==> config.mk <==
export PLATFORM = sky130hd
export DESIGN_NAME = round_robin_task_scheduler
export DESIGN_NICKNAME = d
export VERILOG_FILES = /design/src/rtl/rrts_pkg.sv /design/src/rtl/rrts_ctrl.sv /design/src/rtl/rrts_dp.sv /design/src/rtl/round_robin_task_scheduler.sv
export SDC_FILE = /design/constraint.sdc
export NUM_CORES = 1
export LEC_CHECK = 0
export ABC_AREA = 1
export ABC_CLOCK_PERIOD_IN_PS = 4910
export BUFFER_PORTS_ARGS = -buffer_cell sky130_fd_sc_hd__buf_2
export CAP_MARGIN = 0
export CELL_PAD_IN_SITES_DETAIL_PLACEMENT = 0
export CELL_PAD_IN_SITES_GLOBAL_PLACEMENT = 1
export CORE_ASPECT_RATIO = 0.8
export CORE_MARGIN = 2
export CORE_UTILIZATION = 45
export DETAILED_ROUTE_END_ITERATION = 8
export PLACE_DENSITY = 0.81
export SKIP_CTS_REPAIR_TIMING = 1
export SYNTH_ARGS = -nofsm -noshare
export SYNTH_HDL_FRONTEND = slang
export SYNTH_SLANG_ARGS = --single-unit
==> constraint.sdc <==
create_clock -name clk_i -period 4.91 [get_ports clk_i]
set_input_delay 0.491 -clock clk_i [delete_from_list [all_inputs] [get_ports clk_i]]
set_output_delay 0.491 -clock clk_i [all_outputs]
set_load 0.01 [all_outputs]
==> src/rtl/rrts_pkg.sv <==
// Shared types and constants for the round-robin task scheduler.
// Used by rrts_ctrl, rrts_dp and round_robin_task_scheduler; no dependencies.
package rrts_pkg;

  localparam int unsigned MaxTasks = 16;
  localparam int unsigned IdW      = $clog2(MaxTasks);
  localparam int unsigned LenW     = $clog2(MaxTasks + 1);
  localparam int unsigned MsW      = 32;
  localparam int unsigned SliceW   = 8;
  localparam int unsigned PeriodW  = 10;
  localparam int unsigned DivCntW  = $clog2(MsW + 1);

  localparam logic [SliceW-1:0]  SliceRst  = SliceW'(10);
  localparam logic [PeriodW-1:0] PeriodRst = PeriodW'(10);

  // Event codes carried by the func field.
  localparam logic [2:0] FuncTick  = 3'd0;
  localparam logic [2:0] FuncReady = 3'd1;
  localparam logic [2:0] FuncYield = 3'd2;
  localparam logic [2:0] FuncSleep = 3'd3;
  localparam logic [2:0] FuncBlock = 3'd4;

  // Configuration register indexes.
  localparam logic CfgTimeSlice  = 1'b0;
  localparam logic CfgTickPeriod = 1'b1;

  typedef enum logic [5:0] {
    StIdle   = 6'b000001,
    StDecode = 6'b000010,
    StWalk   = 6'b000100,
    StDiv    = 6'b001000,
    StApply  = 6'b010000,
    StDone   = 6'b100000
  } state_e;

  // Commands from the controller to the datapath.
  typedef struct packed {
    logic load;
    logic exec;
    logic tick_slice;
    logic walk_start;
    logic walk_step;
    logic walk_end;
    logic div_start;
    logic div_step;
    logic sleep_apply;
    logic finish;
  } cmd_t;

  // Status from the datapath to the controller.
  typedef struct packed {
    logic is_tick;
    logic is_sleep;
    logic walk_done;
    logic div_done;
  } status_t;

endpackage

==> src/rtl/rrts_ctrl.sv <==
// Controller state machine of the round-robin task scheduler.
// Depends on rrts_pkg; drives the rrts_dp datapath through cmd_t.
module rrts_ctrl (
  input  logic             clk_i,
  input  logic             rst_ni,
  input  logic             in_valid_i,
  output logic             in_stall_o,
  output logic             out_valid_o,
  input  logic             out_stall_i,
  input  rrts_pkg::status_t status_i,
  output rrts_pkg::cmd_t   cmd_o
);

  rrts_pkg::state_e state_q, state_d;
  logic out_valid_q, out_valid_d;

  // Next state and command decode.
  always_comb begin
    state_d     = state_q;
    cmd_o       = '0;
    out_valid_d = out_valid_q && out_stall_i;
    case (state_q)
      rrts_pkg::StIdle: begin
        if (in_valid_i) begin
          cmd_o.load = 1'b1;
          state_d    = rrts_pkg::StDecode;
        end
      end
      rrts_pkg::StDecode: begin
        if (status_i.is_tick) begin
          cmd_o.tick_slice = 1'b1;
          cmd_o.walk_start = 1'b1;
          state_d          = rrts_pkg::StWalk;
        end else if (status_i.is_sleep) begin
          cmd_o.div_start = 1'b1;
          state_d         = rrts_pkg::StDiv;
        end else begin
          cmd_o.exec = 1'b1;
          state_d    = rrts_pkg::StDone;
        end
      end
      rrts_pkg::StWalk: begin
        if (status_i.walk_done) begin
          cmd_o.walk_end = 1'b1;
          state_d        = rrts_pkg::StDone;
        end else begin
          cmd_o.walk_step = 1'b1;
        end
      end
      rrts_pkg::StDiv: begin
        if (status_i.div_done) begin
          state_d = rrts_pkg::StApply;
        end else begin
          cmd_o.div_step = 1'b1;
        end
      end
      rrts_pkg::StApply: begin
        cmd_o.sleep_apply = 1'b1;
        state_d           = rrts_pkg::StDone;
      end
      rrts_pkg::StDone: begin
        // Dispatch only once the previous result has been taken.
        if (!out_valid_q || !out_stall_i) begin
          cmd_o.finish = 1'b1;
          out_valid_d  = 1'b1;
          state_d      = rrts_pkg::StIdle;
        end
      end
      default: begin
        state_d = rrts_pkg::StIdle;
      end
    endcase
  end

  always_ff @(posedge clk_i or negedge rst_ni) begin
    if (!rst_ni) begin
      state_q     <= rrts_pkg::StIdle;
      out_valid_q <= 1'b0;
    end else begin
      state_q     <= state_d;
      out_valid_q <= out_valid_d;
    end
  end

  assign in_stall_o  = (state_q != rrts_pkg::StIdle);
  assign out_valid_o = out_valid_q;

endmodule

==> src/rtl/rrts_dp.sv <==
// Datapath of the round-robin task scheduler: ready queue, sleep list,
// slice counters, sleep divider and result registers. Depends on rrts_pkg.
module rrts_dp (
  input  logic                              clk_i,
  input  logic                              rst_ni,
  input  logic                              cfg_we_i,
  input  logic                              cfg_idx_i,
  input  logic [rrts_pkg::PeriodW-1:0]      cfg_wdata_i,
  input  logic [2:0]                        func_i,
  input  logic [rrts_pkg::IdW-1:0]          task_id_i,
  input  logic                              fresh_i,
  input  logic [rrts_pkg::MsW-1:0]          sleep_ms_i,
  input  rrts_pkg::cmd_t                    cmd_i,
  output rrts_pkg::status_t                 status_o,
  output logic [rrts_pkg::IdW-1:0]          running_task_o,
  output logic                              running_is_idle_o,
  output logic                              switched_o,
  output logic [rrts_pkg::LenW-1:0]         ready_count_o
);

  localparam int unsigned N  = rrts_pkg::MaxTasks;
  localparam int unsigned IW = rrts_pkg::IdW;
  localparam int unsigned LW = rrts_pkg::LenW;
  localparam int unsigned MW = rrts_pkg::MsW;
  localparam int unsigned SW = rrts_pkg::SliceW;
  localparam int unsigned PW = rrts_pkg::PeriodW;

  // Configuration registers.
  logic [SW-1:0] time_slice_q;
  logic [PW-1:0] tick_period_q;

  always_ff @(posedge clk_i or negedge rst_ni) begin
    if (!rst_ni) begin
      time_slice_q  <= rrts_pkg::SliceRst;
      tick_period_q <= rrts_pkg::PeriodRst;
    end else if (cfg_we_i) begin
      case (cfg_idx_i)
        rrts_pkg::CfgTimeSlice:  time_slice_q  <= cfg_wdata_i[SW-1:0];
        rrts_pkg::CfgTickPeriod: tick_period_q <= cfg_wdata_i;
        default: ;
      endcase
    end
  end

  // Captured request.
  logic [2:0]    func_q;
  logic [IW-1:0] id_q;
  logic          fresh_q;
  logic [MW-1:0] ms_q;

  always_ff @(posedge clk_i) begin
    if (cmd_i.load) begin
      func_q  <= func_i;
      id_q    <= task_id_i;
      fresh_q <= fresh_i;
      ms_q    <= sleep_ms_i;
    end
  end

  // Scheduler state.
  logic [IW-1:0] rq_q [N];
  logic [IW-1:0] rq_head_q;
  logic [LW-1:0] rq_len_q;
  logic [N-1:0]  rdy_mask_q;
  logic [N-1:0]  rdy_mask_d;
  logic [N-1:0]  slp_mask_q;
  logic [SW-1:0] slice_q [N];
  logic [IW-1:0] sl_id_q [N];
  logic [MW-1:0] sl_cnt_q [N];
  logic [LW-1:0] sl_len_q;
  logic [LW-1:0] walk_idx_q;
  logic [LW-1:0] kept_q;
  logic [IW-1:0] cur_task_q;
  logic          cur_idle_q;

  // Divider state.
  logic [MW-1:0]                 quo_q;
  logic [PW-1:0]                 rem_q;
  logic [PW-1:0]                 div_q;
  logic [rrts_pkg::DivCntW-1:0]  div_cnt_q;

  logic [IW-1:0] head_id;
  logic [IW-1:0] rq_tail;
  logic [IW-1:0] walk_id;
  logic [MW-1:0] walk_cnt;
  logic [MW-1:0] ticks;
  logic          ticks_zero;

  assign head_id    = rq_q[rq_head_q];
  assign rq_tail    = rq_head_q + rq_len_q[IW-1:0];
  assign walk_id    = sl_id_q[walk_idx_q[IW-1:0]];
  assign walk_cnt   = sl_cnt_q[walk_idx_q[IW-1:0]];
  assign ticks      = quo_q + MW'(rem_q != '0);
  assign ticks_zero = (quo_q == '0) && (rem_q == '0);

  // Queue operations requested in this cycle.
  logic          rq_pop, rq_push;
  logic [IW-1:0] push_id;
  logic          slice_we;
  logic [IW-1:0] slice_idx;
  logic [SW-1:0] slice_wdata;
  logic          sl_keep, sl_expire, sl_add;

  always_comb begin
    rq_pop      = 1'b0;
    rq_push     = 1'b0;
    push_id     = head_id;
    slice_we    = 1'b0;
    slice_idx   = head_id;
    slice_wdata = time_slice_q;
    sl_keep     = 1'b0;
    sl_expire   = 1'b0;
    sl_add      = 1'b0;
    if (cmd_i.exec) begin
      case (func_q)
        rrts_pkg::FuncReady: begin
          if (!rdy_mask_q[id_q] && !slp_mask_q[id_q] && (rq_len_q < LW'(N))) begin
            rq_push   = 1'b1;
            push_id   = id_q;
            slice_idx = id_q;
            slice_we  = fresh_q;
          end
        end
        rrts_pkg::FuncYield: begin
          if (!cur_idle_q && (rq_len_q > LW'(1))) begin
            rq_pop  = 1'b1;
            rq_push = 1'b1;
          end
        end
        rrts_pkg::FuncBlock: begin
          rq_pop = !cur_idle_q;
        end
        default: ;
      endcase
    end
    // Slice count of the running task on a tick.
    if (cmd_i.tick_slice && !cur_idle_q) begin
      slice_we = 1'b1;
      if (slice_q[head_id] <= SW'(1)) begin
        rq_pop  = 1'b1;
        rq_push = 1'b1;
      end else begin
        slice_wdata = slice_q[head_id] - SW'(1);
      end
    end
    // One sleeper per cycle during the walk.
    if (cmd_i.walk_step) begin
      if (walk_cnt <= MW'(1)) begin
        sl_expire = 1'b1;
        rq_push   = 1'b1;
        push_id   = walk_id;
      end else begin
        sl_keep = 1'b1;
      end
    end
    // Sleep of the running task once the tick count is known.
    if (cmd_i.sleep_apply && !cur_idle_q) begin
      rq_pop = 1'b1;
      if (ticks_zero) begin
        rq_push = 1'b1;
      end else begin
        sl_add = 1'b1;
      end
    end
  end

  // Ready membership: the popped head leaves, the pushed task joins.
  always_comb begin
    rdy_mask_d = rdy_mask_q;
    if (rq_pop) begin
      rdy_mask_d[head_id] = 1'b0;
    end
    if (rq_push) begin
      rdy_mask_d[push_id] = 1'b1;
    end
  end

  // Ready queue storage and slice counters.
  always_ff @(posedge clk_i) begin
    if (rq_push) begin
      rq_q[rq_tail] <= push_id;
    end
  end

  always_ff @(posedge clk_i or negedge rst_ni) begin
    if (!rst_ni) begin
      for (int i = 0; i < N; i++) begin
        slice_q[i] <= rrts_pkg::SliceRst;
      end
    end else if (slice_we) begin
      slice_q[slice_idx] <= slice_wdata;
    end
  end

  // Sleep list storage, compacted in place during the walk.
  always_ff @(posedge clk_i) begin
    if (sl_keep) begin
      sl_id_q[kept_q[IW-1:0]]  <= walk_id;
      sl_cnt_q[kept_q[IW-1:0]] <= walk_cnt - MW'(1);
    end
    if (sl_add) begin
      sl_id_q[sl_len_q[IW-1:0]]  <= head_id;
      sl_cnt_q[sl_len_q[IW-1:0]] <= ticks;
    end
  end

  // Queue pointers, membership bits and dispatch.
  always_ff @(posedge clk_i or negedge rst_ni) begin
    if (!rst_ni) begin
      rq_head_q  <= '0;
      rq_len_q   <= '0;
      rdy_mask_q <= '0;
      slp_mask_q <= '0;
      sl_len_q   <= '0;
      walk_idx_q <= '0;
      kept_q     <= '0;
      cur_task_q <= '0;
      cur_idle_q <= 1'b1;
    end else begin
      if (rq_pop) begin
        rq_head_q <= rq_head_q + IW'(1);
      end
      rdy_mask_q <= rdy_mask_d;
      rq_len_q   <= rq_len_q + LW'(rq_push) - LW'(rq_pop);
      if (sl_expire) begin
        slp_mask_q[walk_id] <= 1'b0;
      end
      if (sl_add) begin
        slp_mask_q[head_id] <= 1'b1;
        sl_len_q            <= sl_len_q + LW'(1);
      end
      if (cmd_i.walk_start) begin
        walk_idx_q <= '0;
        kept_q     <= '0;
      end
      if (cmd_i.walk_step) begin
        walk_idx_q <= walk_idx_q + LW'(1);
        if (sl_keep) begin
          kept_q <= kept_q + LW'(1);
        end
      end
      if (cmd_i.walk_end) begin
        sl_len_q <= kept_q;
      end
      if (cmd_i.finish) begin
        cur_idle_q <= (rq_len_q == '0);
        cur_task_q <= (rq_len_q == '0) ? '0 : head_id;
      end
    end
  end

  // Restoring divider, one quotient bit per cycle.
  logic [PW:0] rem_shift;
  assign rem_shift = {rem_q, quo_q[MW-1]};

  always_ff @(posedge clk_i or negedge rst_ni) begin
    if (!rst_ni) begin
      div_cnt_q <= '0;
    end else if (cmd_i.div_start) begin
      div_cnt_q <= rrts_pkg::DivCntW'(MW);
    end else if (cmd_i.div_step) begin
      div_cnt_q <= div_cnt_q - rrts_pkg::DivCntW'(1);
    end
  end

  always_ff @(posedge clk_i) begin
    if (cmd_i.div_start) begin
      quo_q <= ms_q;
      rem_q <= '0;
      div_q <= (tick_period_q == '0) ? PW'(1) : tick_period_q;
    end else if (cmd_i.div_step) begin
      if (rem_shift >= {1'b0, div_q}) begin
        rem_q <= PW'(rem_shift - {1'b0, div_q});
        quo_q <= {quo_q[MW-2:0], 1'b1};
      end else begin
        rem_q <= rem_shift[PW-1:0];
        quo_q <= {quo_q[MW-2:0], 1'b0};
      end
    end
  end

  // Result registers.
  always_ff @(posedge clk_i) begin
    if (cmd_i.finish) begin
      running_task_o    <= (rq_len_q == '0) ? '0 : head_id;
      running_is_idle_o <= (rq_len_q == '0);
      switched_o        <= (cur_idle_q != (rq_len_q == '0)) ||
                           ((rq_len_q != '0) && (cur_task_q != head_id));
      ready_count_o     <= rq_len_q;
    end
  end

  assign status_o.is_tick   = (func_q == rrts_pkg::FuncTick);
  assign status_o.is_sleep  = (func_q == rrts_pkg::FuncSleep);
  assign status_o.walk_done = (walk_idx_q == sl_len_q);
  assign status_o.div_done  = (div_cnt_q == '0);

endmodule

==> src/rtl/round_robin_task_scheduler.sv <==
// Top level of the round-robin task scheduler.
// Depends on rrts_pkg, rrts_ctrl and rrts_dp.
//
// One request on the input channel (func_i, task_id_i, fresh_i, sleep_ms_i)
// carries one scheduler event and yields exactly one result on the output
// channel: the running task, whether idle runs, whether it switched, and the
// ready queue length. Both channels use valid and stall.
// Each event is loaded and decoded; make ready, yield, block and unknown
// events then execute, a tick walks the sleep list one entry per cycle, and
// a sleep runs the divider, which produces one quotient bit per cycle, and
// then applies the sleep; each event then dispatches its result.
// One request is in flight at a time; the next is accepted in the cycle
// after the previous result is registered, even while that result is stalled.
// When the receiver stalls, the result holds and the next event finishes
// its work but waits for the output register before dispatching.
// Reset empties both lists, sets every slice counter and the two configuration
// registers to 10 and lets idle run. The user must write configuration through
// cfg_we_i, cfg_idx_i, cfg_wdata_i while idle; the block does not enforce it.
module round_robin_task_scheduler (
  input  logic                          clk_i,
  input  logic                          rst_ni,
  input  logic                          cfg_we_i,
  input  logic                          cfg_idx_i,
  input  logic [rrts_pkg::PeriodW-1:0]  cfg_wdata_i,
  input  logic                          in_valid_i,
  output logic                          in_stall_o,
  input  logic [2:0]                    func_i,
  input  logic [rrts_pkg::IdW-1:0]      task_id_i,
  input  logic                          fresh_i,
  input  logic [rrts_pkg::MsW-1:0]      sleep_ms_i,
  output logic                          out_valid_o,
  input  logic                          out_stall_i,
  output logic [rrts_pkg::IdW-1:0]      running_task_o,
  output logic                          running_is_idle_o,
  output logic                          switched_o,
  output logic [rrts_pkg::LenW-1:0]     ready_count_o
);

  rrts_pkg::cmd_t    cmd;
  rrts_pkg::status_t status;

  // Sequencing of each event.
  rrts_ctrl u_ctrl (
    .clk_i       (clk_i),
    .rst_ni      (rst_ni),
    .in_valid_i  (in_valid_i),
    .in_stall_o  (in_stall_o),
    .out_valid_o (out_valid_o),
    .out_stall_i (out_stall_i),
    .status_i    (status),
    .cmd_o       (cmd)
  );

  // Queues, counters and divider.
  rrts_dp u_dp (
    .clk_i             (clk_i),
    .rst_ni            (rst_ni),
    .cfg_we_i          (cfg_we_i),
    .cfg_idx_i         (cfg_idx_i),
    .cfg_wdata_i       (cfg_wdata_i),
    .func_i            (func_i),
    .task_id_i         (task_id_i),
    .fresh_i           (fresh_i),
    .sleep_ms_i        (sleep_ms_i),
    .cmd_i             (cmd),
    .status_o          (status),
    .running_task_o    (running_task_o),
    .running_is_idle_o (running_is_idle_o),
    .switched_o        (switched_o),
    .ready_count_o     (ready_count_o)
  );

endmodule
# Word-level counts from Yosys, hierarchy flattened
# Memory sizes are Yosys's and may differ from the RTL's.
# Index checks and enable logic that the tools add are counted.
# W data, S select, Z words.
classes:
  reduce_logical: 35
  bitwise: 9
  n_eq_ne: 18
  add_sub_neg: 12
  n_mux: 104
  n_lt_le_gt_ge: 15
op_table:
  columns: ["op", "n"]
  rows:
  - ["$bwmux W128", 1]
  - ["$mux W32", 3]
  - ["$mux W16", 4]
  - ["$mux W1", 53]
  - ["$mux W6", 8]
  - ["$mux W8", 5]
  - ["$mux W4", 9]
  - ["$pmux W6 S6", 1]
  - ["$mux W5", 7]
  - ["$add A32 B1 Y32", 1]
  - ["$and A16 B16 Y16", 2]
  - ["$bmux W8 S4", 1]
  - ["$demux W8 S4", 1]
  - ["$le A32 B1 Y1 const B", 1]
  - ["$logic_not A32 Y1", 1]
  - ["$not A16 Y16", 2]
  - ["$or A16 B16 Y16", 2]
  - ["$reduce_or A32 Y1", 1]
  - ["$sub A32 B1 Y32 const B", 1]
  - ["$logic_not A10 Y1", 2]
  - ["$lt A4 B5 Y1 const B", 4]
  - ["$add A5 B1 Y5 const B", 3]
  - ["$demux W1 S4", 3]
  - ["$ge A4 B1 Y1 const B", 3]
  - ["47 further kinds", 74]
totals:
  mem_count: 3
  inputBits: 56
  word_cells: 237
  regBits: 323
  ram_bits: 640
  output_inout_bits: 13
memory_table:
  columns: ["memory", "words", "word_bits", "rd", "rd_ports_with_merged_regs", "wr", "line_no", "source"]
  rows:
  - ["u_dp.sl_cnt_q", 16, 32, 1, 0, 1, "rrts_dp.sv:69", "logic [MW-1:0] sl_cnt_q [N];"]
  - ["u_dp.rq_q", 16, 4, 1, 0, 1, "rrts_dp.sv:61", "logic [IW-1:0] rq_q [N];"]
  - ["u_dp.sl_id_q", 16, 4, 1, 0, 1, "rrts_dp.sv:68", "logic [IW-1:0] sl_id_q [N];"]

# Logic depth before layout (Yosys ltp)
# Gate-level depths: netlist (run 1).
depth:
  ltp_word: 16
  ltp_mapped: 34
  depth_no_buf: 31

# Cells and area by module
# From an unflattened synthesis (run 1), not the netlist that was laid out.
unflattened:
  cells_unflattened: 5699
  area_unflattened_um2: 49276.0
by_module_without_submodules:
  columns: ["module", "area_per_inst_um2", "seq_area_each_um2", "n_inst", "cells_per_inst"]
  rows:
  - ["rrts_dp", 48826.8, 27587.7, 1, 5631]
  - ["rrts_ctrl", 449.2, 176.4, 1, 68]

# Worst setup path after synthesis (run 1)
# No wires, ideal clock.
synth_path:
  kind: "reg2reg"
  from: "reg u_dp.walk_idx_q[0]"
  to: "mem u_dp.sl_cnt_q[0][0] (netlist bit), enable pin"
  slack_ns: 0.111
  path_stages_with_launch: 21
  setup_ns: 0.429
  required_time_ns: 4.481
  arrival_ns: 4.370
  period_less_slack_ns: 4.799
  n_path_buf: 4
  cell_sequence: "dfrtp_1 > inv_1 > buf_2 > buf_2 > buf_2 > clkbuf_1 > nor2_1 > o211ai_1 > nand3_1 > nand2_1 > inv_1 > ha_1 > nand2_1 > nor2_4 > nand3_1 > nand2_1 > nand2_1 > nand2_1 > nand2_1 > nand3_1 > nor2_1"
synth_via:
  elab_chain_len: 7
  word_cells_on_any_way: 10
  cone_classes: "order compare (1); eq/ne (1); mux (7); memory (1)"
synth_lines:
  columns: ["item", "line_no", "source"]
  rows:
  - ["start: declaration", "rrts_dp.sv:71", "logic [LW-1:0] walk_idx_q;"]
  - ["start signal: assignment", "rrts_dp.sv:237", "walk_idx_q <= walk_idx_q + LW'(1);"]
  - ["$mem_v2 Z16 W32 / $eq A5 B5 Y1 (equally long branches)", null, null]
  - ["$le A32 B1 Y1 / $mux W1 (equally long branches)", "rrts_dp.sv:148, rrts_ctrl.sv:43", null]
  - ["$mux W1 / $mux W2 (equally long branches)", "rrts_dp.sv:148, rrts_ctrl.sv:22", null]
  - ["$mux W1 *", "rrts_dp.sv:147", "if (cmd_i.walk_step) begin"]
  - ["$mux W1 *", "rrts_dp.sv:197", "if (sl_keep) begin"]
  - ["$mux W1 (implied by the code) *", "rrts_dp.sv:199", "sl_cnt_q[kept_q[IW-1:0]] <= walk_cnt - MW'(1);"]
  - ["$mux W1 (no line) *", null, null]
  - ["end: declaration", "rrts_dp.sv:69", null]
# Every way passes the cells marked *; elsewhere a longest branch is shown, timed or not.

# Worst setup path in the final report (run 1)
layout_path:
  from: "reg u_dp.rq_head_q[0]"
  to: "reg u_dp.rq_len_q[4]"
layout_via:
  elab_chain_len: 14
  word_cells_on_any_way: 17
  cone_classes: "add/sub (2); order compare (1); mux (12); bitwise (1); memory (1)"
layout_lines:
  columns: ["item", "line_no", "source"]
  rows:
  - ["start: declaration", "rrts_dp.sv:62", "logic [IW-1:0] rq_head_q;"]
  - ["start signal: assignment", "rrts_dp.sv:221", "rq_head_q <= rq_head_q + IW'(1);"]
  - ["$mem_v2 Z16 W4 *", null, null]
  - ["$not A4 Y5 (implied by the code) *", "rrts_dp.sv:139", "if (slice_q[head_id] <= SW'(1)) begin"]
  - ["$bmux W8 S4 *", "rrts_dp.sv:139", null]
  - ["$mux W8 (implied by the code) * (2 in a row)", "rrts_dp.sv:139", null]
  - ["$le A8 B1 Y1 *", "rrts_dp.sv:139", null]
  - ["$mux W1", "rrts_dp.sv:139", null]
  - ["$mux W1", "rrts_dp.sv:137", "if (cmd_i.tick_slice && !cur_idle_q) begin"]
  - ["$mux W1", "rrts_dp.sv:148", "if (walk_cnt <= MW'(1)) begin"]
  - ["$mux W1", "rrts_dp.sv:147", null]
  - ["$mux W1", "rrts_dp.sv:159", "if (ticks_zero) begin"]
  - ["$mux W1", "rrts_dp.sv:157", "if (cmd_i.sleep_apply && !cur_idle_q) begin"]
  - ["$add A5 B1 Y5", "rrts_dp.sv:224", "rq_len_q <= rq_len_q + LW'(rq_push) - LW'(rq_pop);"]
  - ["$sub A5 B1 Y5 *", "rrts_dp.sv:224", null]
  - ["end signal: assignment", "rrts_dp.sv:224", null]
  - ["end: declaration", "rrts_dp.sv:63", "logic [LW-1:0] rq_len_q;"]
# Every way passes the cells marked *; elsewhere a longest branch is shown, timed or not. The select of a mux whose other input is x is not followed.
# A chain may end at the register's enable or synchronous reset.

==> summary.txt, run 1 <==
first-pass GRT wire length - 183.5 mm
number of global-route vias before repair - 29.94k
crit path time final - 4.564 ns
count of endpoints failing hold in the final timing report - 0
Post-Place Cells - 5,637
maximum number of pins on one net before global-route repair - 90
die outline width - 352.2 um
net count after synthesis - 4,448
area grow syn2layout - 14.31%
clock share of power - 0.329
largest vdd supply drop - 0.4427 mV
via-per-instance ratio - 5.530
Post-Syn Area per Cell - 10.02 um^2
required time at the endpoint of the critical path - 5.49 ns
net switching component of the power - 7702 uW
H-tree depth reported by CTS - 3
share of synthesized area occupied by flip-flops and latches - 0.6362
Starting Density - 0.4523
kind of start point of the critical path - flop
Peak Freq - 219.1 MHz
Placer Congestion - 0.9151
RSZ-0062 raised after global routing - yes
Nets - 4,572
internal power contribution - 15,890 uW
static power due to leakage - 0.01966 uW
GRT Total Usage - 0.2403
Hold Path Cell Cnt - 3
Remaining Overflow, GRT - 0
distinct cell type count after synthesis - 62
DR iter-0 viols - 3,615
final-layout setup total negative slack - 0 ns
First-pass DRT Iterations - 6
slowest cell delay on critical path - 0.50 ns
count of state elements after synthesis - 963
post-detailed-route wirelength per cell - 20.95 um
kind of path behind the tightest hold check - in -> reg
hold-critical path endpoint - u_ctrl.out_valid_o
crit path DAT - 5.15 ns
worst slew pin tran - 1.139 ns
share of total power in sequential cells - 0.431
largest buffer count on any clock path - 3
sum of routed wire length over all layers - 122.8 mm
power per unit of standard cell area - 472.9 nW/um^2
startpoint-to-endpoint class of the critical path - reg -> reg
Worst Path Max Fanout - 14
most used cells in the layout excluding fill and tap cells - nand2_1, edfxtp_1, nor2_1
final clock period utilization by the worst path - 0.9294
slew margin rel. - 0.2406
start of the worst register-to-register path - u_dp.rq_head_q[0]
core outline area - 96,480 um^2
Yosys warning count - 0
overall power of the completed layout - 23,590 uW
clock root buffer - clkbuf_16
number of max-cap violations - 0
switching share of power - 0.3265
vertical die dimension - 282.5 um
post-detailed-route count of antenna-violating nets - 0
register-to-register path setup slack - 0.35 ns
clock net sink count - 963
number of port buffers - 68
count of final setup violators - 0
r2r worst-path depth - 28
DRC violations left - 0
number of non-filler instances in the completed layout - 5,862
clock-pin slew reported for the worst setup and hold paths after clock tree synthesis - 0.07 ns
TritonCTS clock tree - yes
Hold Slack - 0.01558 ns
I/O pin count - 69
detailed-route via count - 32.42k
proportion of layout cells with a drive suffix above 1 - 0.1059
antenna violations before repair - 1
Critical R2R Capture - u_dp.rq_len_q[4]
type of element capturing the critical path - flop
most prevalent standard cell on the critical path - inv_1
logic gate share of total power - 0.240
final clock skew - 0.03568 ns
hold path start - out_stall_i
Syn Inst Count - 4,355
run status - completed
slowest CP cell - dfrtp_2
area of placed instances - 46,090 um^2
Synth Cell Area - 43,640 um^2
most common library cell in the layout ignoring fill and taps - nand2_1
post-route cell area - 49,880 um^2
clk_lat worst skew - 0.70 ns
area of the die - 99,500 um^2
Final Max Slew Viols - 0
estimated wirelength of the detail-placed design - 75.76 mm
number of buffers created by CTS - 98
number of placement rows - 102
[cell type report]
class	instances	area, um^2
tap	1300	1627
inverter	305	1162
clock inverter	64	764.5
fill	8678	46600
timing repair buffer	232	2083
sequential	963	27780
antenna	1	2.502
clock buffer	118	2569
multi-input combinational	2879	13900
[Yosys cell counts, drive strengths merged]
cell type / n / share of area
o21a: 1 / 0.00017
dfstp: 38 / 0.023
nor4: 18 / 0.0026
a21oi: 68 / 0.0081
a31oi: 7 / 0.0010
a22o: 1 / 0.00020
a211oi: 1 / 0.00017
nand4: 37 / 0.0054
clkbuf: 86 / 0.0074
dfrtp: 182 / 0.10
or2: 8 / 0.0011
a21o: 1 / 0.00017
mux2: 2 / 0.00052
nand3b: 21 / 0.0036
a31o: 1 / 0.00020
dfxtp: 10 / 0.0046
o21bai: 4 / 0.00069
or3b: 1 / 0.00020
a22oi: 1 / 0.00017
fa: 3 / 0.0014
nand3: 282 / 0.033
nand2: 1092 / 0.096
o32ai: 2 / 0.00040
a32o: 1 / 0.00023
nor3: 35 / 0.0040
inv: 305 / 0.026
xnor2: 12 / 0.0024
mux2i: 1 / 0.00023
o22ai: 23 / 0.0036
o2111ai: 1 / 0.00020
and2: 1 / 0.00014
ha: 34 / 0.0097
o311ai: 2 / 0.00040
nor2: 588 / 0.052
o211ai: 147 / 0.025
xor2: 33 / 0.0066
nor3b: 2 / 0.00034
o31ai: 18 / 0.0031
a2111oi: 1 / 0.00020
o21ai: 413 / 0.048
buf: 122 / 0.015
o221ai: 16 / 0.0032
edfxtp: 733 / 0.50
[power groups by stage]
stage	Combinational [uW]	Sequential [uW]	Clock, uW
3_5_place_dp	5480	10300	0
6_report	5660	10200	7760
5_1_grt	6280	10200	8170
4_1_cts	5500	10100	7850
3_3_place_gp	5430	10300	0
2_1_floorplan	3770	10200	0
[cell families after synthesis]
kind of cell,Yosys count,share of synthesized area
AOI/OAI and AO/OA,709,0.09510
muxes,3,0.0007454
and+or+nand+nor,2085,0.1989
xor gates and xnor gates,45,0.009031
adders and majority gates,37,0.01112
DFF,963,0.6362
buffers and inverters,513,0.04894
[how the worst max path moves through the flow]
stage	startpoint	endpoint	slack, ns	depth (start not counted)
after floorplan	u_dp.walk_idx_q[0]	u_dp.sl_cnt_q[0][0]	0.11	20
after global placement	u_dp.rq_head_q[0]	u_dp.rq_len_q[4]	0.26	30
after detailed placement	u_dp.rq_head_q[0]	u_dp.rq_len_q[4]	0.17	30
after CTS	u_dp.rq_head_q[0]	u_dp.rq_len_q[4]	0.16	30
after global routing	u_dp.rq_head_q[0]	u_dp.rq_len_q[4]	-0.03	28
final	u_dp.rq_head_q[0]	u_dp.rq_len_q[4]	0.35	28
[per-layer routing]
metal	track usage	wire length [um]	up-vias
met5	0	0	-
met2	0.3448	51790	1373
met4	0.05994	2654	0
met1	0.3712	57500	15700
li1	-	-	15170
met3	0.04826	10870	182
[critical path: cells and delay by family (launching register included)]
family	cells	cell delay [ns]
XOR/XNOR	1	0.14
AND/OR/NAND/NOR	11	1.26
buffers and inverters	7	0.67
adder cells (fa/ha/maj)	4	1.03
AO/OA/AOI/OAI	5	0.81
flip-flops	1	0.50
[per-stage QoR]
stage	setup WS (ns)	utilization
floorplan	0.1109	-
CTS	0.1607	0.5122
finish	0.3465	0.5170
global route	-0.03303	0.5170
global placement	0.2615	0.4777
detailed placement	0.1726	0.4777
[flip-flops by register name, indices dropped and copies added, names as in the netlist, 6 cells and up]
signal	cells
u_ctrl.state_q	6
u_dp.div_cnt_q	6
u_dp.div_q	10
u_dp.ms_q	32
u_dp.quo_q	32
u_dp.rdy_mask_q	16
u_dp.rem_q	10
u_dp.rq_q	64
u_dp.sl_cnt_q	512
u_dp.sl_id_q	64
u_dp.slice_q	128
u_dp.slp_mask_q	16
u_dp.tick_period_q	10
u_dp.time_slice_q	8
Note: power is estimated with default switching activity, not from simulation.
==> inputs of run 2 (changes only) <==
--- a/config.mk
+++ b/config.mk
@@ -12,7 +12,7 @@
 export CELL_PAD_IN_SITES_DETAIL_PLACEMENT = 0
 export CELL_PAD_IN_SITES_GLOBAL_PLACEMENT = 1
 export CORE_ASPECT_RATIO = 0.8
-export CORE_MARGIN = 2
+export CORE_MARGIN = 3
 export CORE_UTILIZATION = 45
 export DETAILED_ROUTE_END_ITERATION = 8
 export PLACE_DENSITY = 0.81
==> run 2 against run 1 <==
- largest cell class unchanged
- die area rose by 1.3%
- highest routed layer is now met5
- worst hold slack improved by 0.0095 ns
- sequential power barely moved
==> summary.txt, run 2 (synthesized netlist as in run 1, its figures left out) <==
count of final setup violators - 0 (unchanged)
setup slack after layout - 0.3349 ns (was 0.3465 ns)
Peak Freq - 218.6 MHz (was 219.1 MHz)
final clock period utilization by the worst path - 0.9318 (was 0.9294)
hold path start - sleep_ms_i[5] (was out_stall_i)
largest buffer count on any clock path - 3 (unchanged)
estimated wirelength of the detail-placed design - 77.72 mm (was 75.76 mm)
run status - completed (unchanged)
count of antenna diodes in the layout - 0 (was 1)
slew margin rel. - 0.1330 (was 0.2406)
number of buffers created by CTS - 96 (was 98)
number of port buffers - 68 (unchanged)
die outline width - 354.2 um (was 352.2 um)
post-detailed-route count of antenna-violating nets - 0 (unchanged)
Remaining Overflow, GRT - 0 (unchanged)
Post-Place Cells - 5,654 (was 5,637)
clock net sink count - 963 (unchanged)
startpoint-to-endpoint class of the critical path - reg -> reg (unchanged)
count of endpoints failing hold in the final timing report - 0 (unchanged)
number of global-route vias before repair - 30.19k (was 29.94k)
kind of path behind the tightest hold check - in -> reg (unchanged)
TritonCTS clock tree - yes (unchanged)
overall power of the completed layout - 23,370 uW (was 23,590 uW)
antenna violations before repair - 1 (unchanged)
post-detailed-route wirelength per cell - 21.01 um (was 20.95 um)
clock-pin slew reported for the worst setup and hold paths after clock tree synthesis - 0.06 ns (was 0.07 ns)
largest vdd supply drop - 0.3324 mV (was 0.4427 mV)
most common library cell in the layout ignoring fill and taps - nand2_1 (unchanged)
sum of routed wire length over all layers - 123.1 mm (was 122.8 mm)
worst slew pin tran - 1.301 ns (was 1.139 ns)
worst setup path startpoint - u_dp.walk_idx_q[0] (was u_dp.rq_head_q[0])
final clock skew - 0.05510 ns (was 0.03568 ns)
final-layout fill cell count - 8,547 (was 8,678)
via-per-instance ratio - 5.540 (was 5.530)
H-tree depth reported by CTS - 3 (unchanged)
Largest register FFs - 512 (unchanged)
Starting Density - 0.4568 (was 0.4523)
First-pass DRT Iterations - 5 (was 6)
number of placement rows - 101 (was 102)
Nets - 4,594 (was 4,572)
first-pass GRT wire length - 186.8 mm (was 183.5 mm)
required time at the endpoint of the critical path - 5.28 ns (was 5.49 ns)
most used cells in the layout excluding fill and tap cells - nand2_1, edfxtp_1, nor2_1 (unchanged)
clock root buffer - clkbuf_16 (unchanged)
GRT Total Usage - 0.2398 (was 0.2403)
Util after Layout - 0.5215 (was 0.5170)
crit path DAT - 4.94 ns (was 5.15 ns)
clk_lat worst skew - 0.69 ns (was 0.70 ns)
number of non-filler instances in the completed layout - 5,862 (unchanged)
detailed-route via count - 32.48k (was 32.42k)
worst slack at placement - 0.2672 ns (was 0.1726 ns)
vertical die dimension - 284.5 um (was 282.5 um)
Worst Path Max Fanout - 50 (was 14)
crit path time final - 4.575 ns (was 4.564 ns)
maximum number of pins on one net before global-route repair - 96 (was 90)
DR iter-0 viols - 3,980 (was 3,615)
area of the die - 100,800 um^2 (was 99,500 um^2)
type of element capturing the critical path - flop (unchanged)
power per unit of standard cell area - 469.0 nW/um^2 (was 472.9 nW/um^2)
proportion of layout cells with a drive suffix above 1 - 0.1108 (was 0.1059)
core outline area - 95,540 um^2 (was 96,480 um^2)
start of the worst register-to-register path - u_dp.walk_idx_q[0] (was u_dp.rq_head_q[0])
area grow syn2layout - 14.17% (was 14.31%)
Placer Congestion - 0.8925 (was 0.9151)
DRC violations left - 0 (unchanged)
kind of start point of the critical path - flop (unchanged)
I/O pin count - 69 (unchanged)
Final Max Slew Viols - 0 (unchanged)
number of max-cap violations - 0 (unchanged)
Hold Slack - 0.02506 ns (was 0.01558 ns)
static power due to leakage - 0.01970 uW (was 0.01966 uW)
run 2: cell types whose count changed in the layout (fill, tap and decap cells not counted), sizes merged:
| cell | change |
|---|---|
| dlygate4sd3 | -4 |
| bufinv | -6 |
| diode | -1 |
| clkinv | -5 |
| clkinvlp | -3 |
| buf | +30 |
| inv | +2 |
run 2: final cells by class:
cell class,count,area (um^2),area share
Sequential cell,963,27780,0.5575
Tap cell,1287,1610,0.03232
Inverter,305,1157,0.02323
Clock buffer,120,2605,0.05228
Timing Repair Buffer,256,2237,0.04490
Clock inverter,52,553.0,0.01110
Multi-Input combinational cell,2879,13880,0.2786
run 2: layer usage:
layer,vias to the layer above,GRT usage,wire (um)
li1,15210,-,-
met1,15750,0.3823,58350
met2,1369,0.3284,50570
met3,152,0.05569,11840
met4,2,0.05385,2359
met5,-,0,13
run 2: stage by stage:
stage,setup TNS [ns],area (um^2)
4_1_cts,0,49440
3_5_place_dp,0,46280
6_report,0,49820
2_1_floorplan,0,43640
3_3_place_gp,0,46280
5_1_grt,-0.001348,49820
run 2: final timing paths:
path,endpoint,slack [ns],cells after the start
worst max-delay path,u_dp.sl_cnt_q[6][0],0.33,21
worst min-delay path,u_dp.ms_q[5],0.03,1
worst max register to register,u_dp.sl_cnt_q[6][0],0.33,21
worst min register to register,u_dp.slice_q[51],0.47,2
max in group asynchronous,u_dp.slice_q[91],3.41,3
min in group asynchronous,u_dp.rq_head_q[0],0.41,2
run 2: critical path: stages (launching register included):
cell and delay (ns):
dfrtp_4 0.63, inv_8 0.25, buf_12 0.28, buf_12 0.18, nor2_1 0.04, nor2_1 0.07
o21ai_0 0.08, o211ai_1 0.09, nand3_1 0.12, nand2_1 0.21, inv_1 0.10, nand2_1 0.08
nor2_1 0.06, nand2_1 0.05, nor2_1 0.11, nand2_1 0.12, nand2_1 0.07, nand2_1 0.12
nand3_1 0.09, buf_4 0.19, nor2_4 0.88, buf_4 0.34
run 2: power breakdown:
group	switching [uW]	internal, uW	total, uW
clock network	3210	4200	7410
logic	4080	1650	5730
registers	449	9780	10200
total	7740	15600	23400
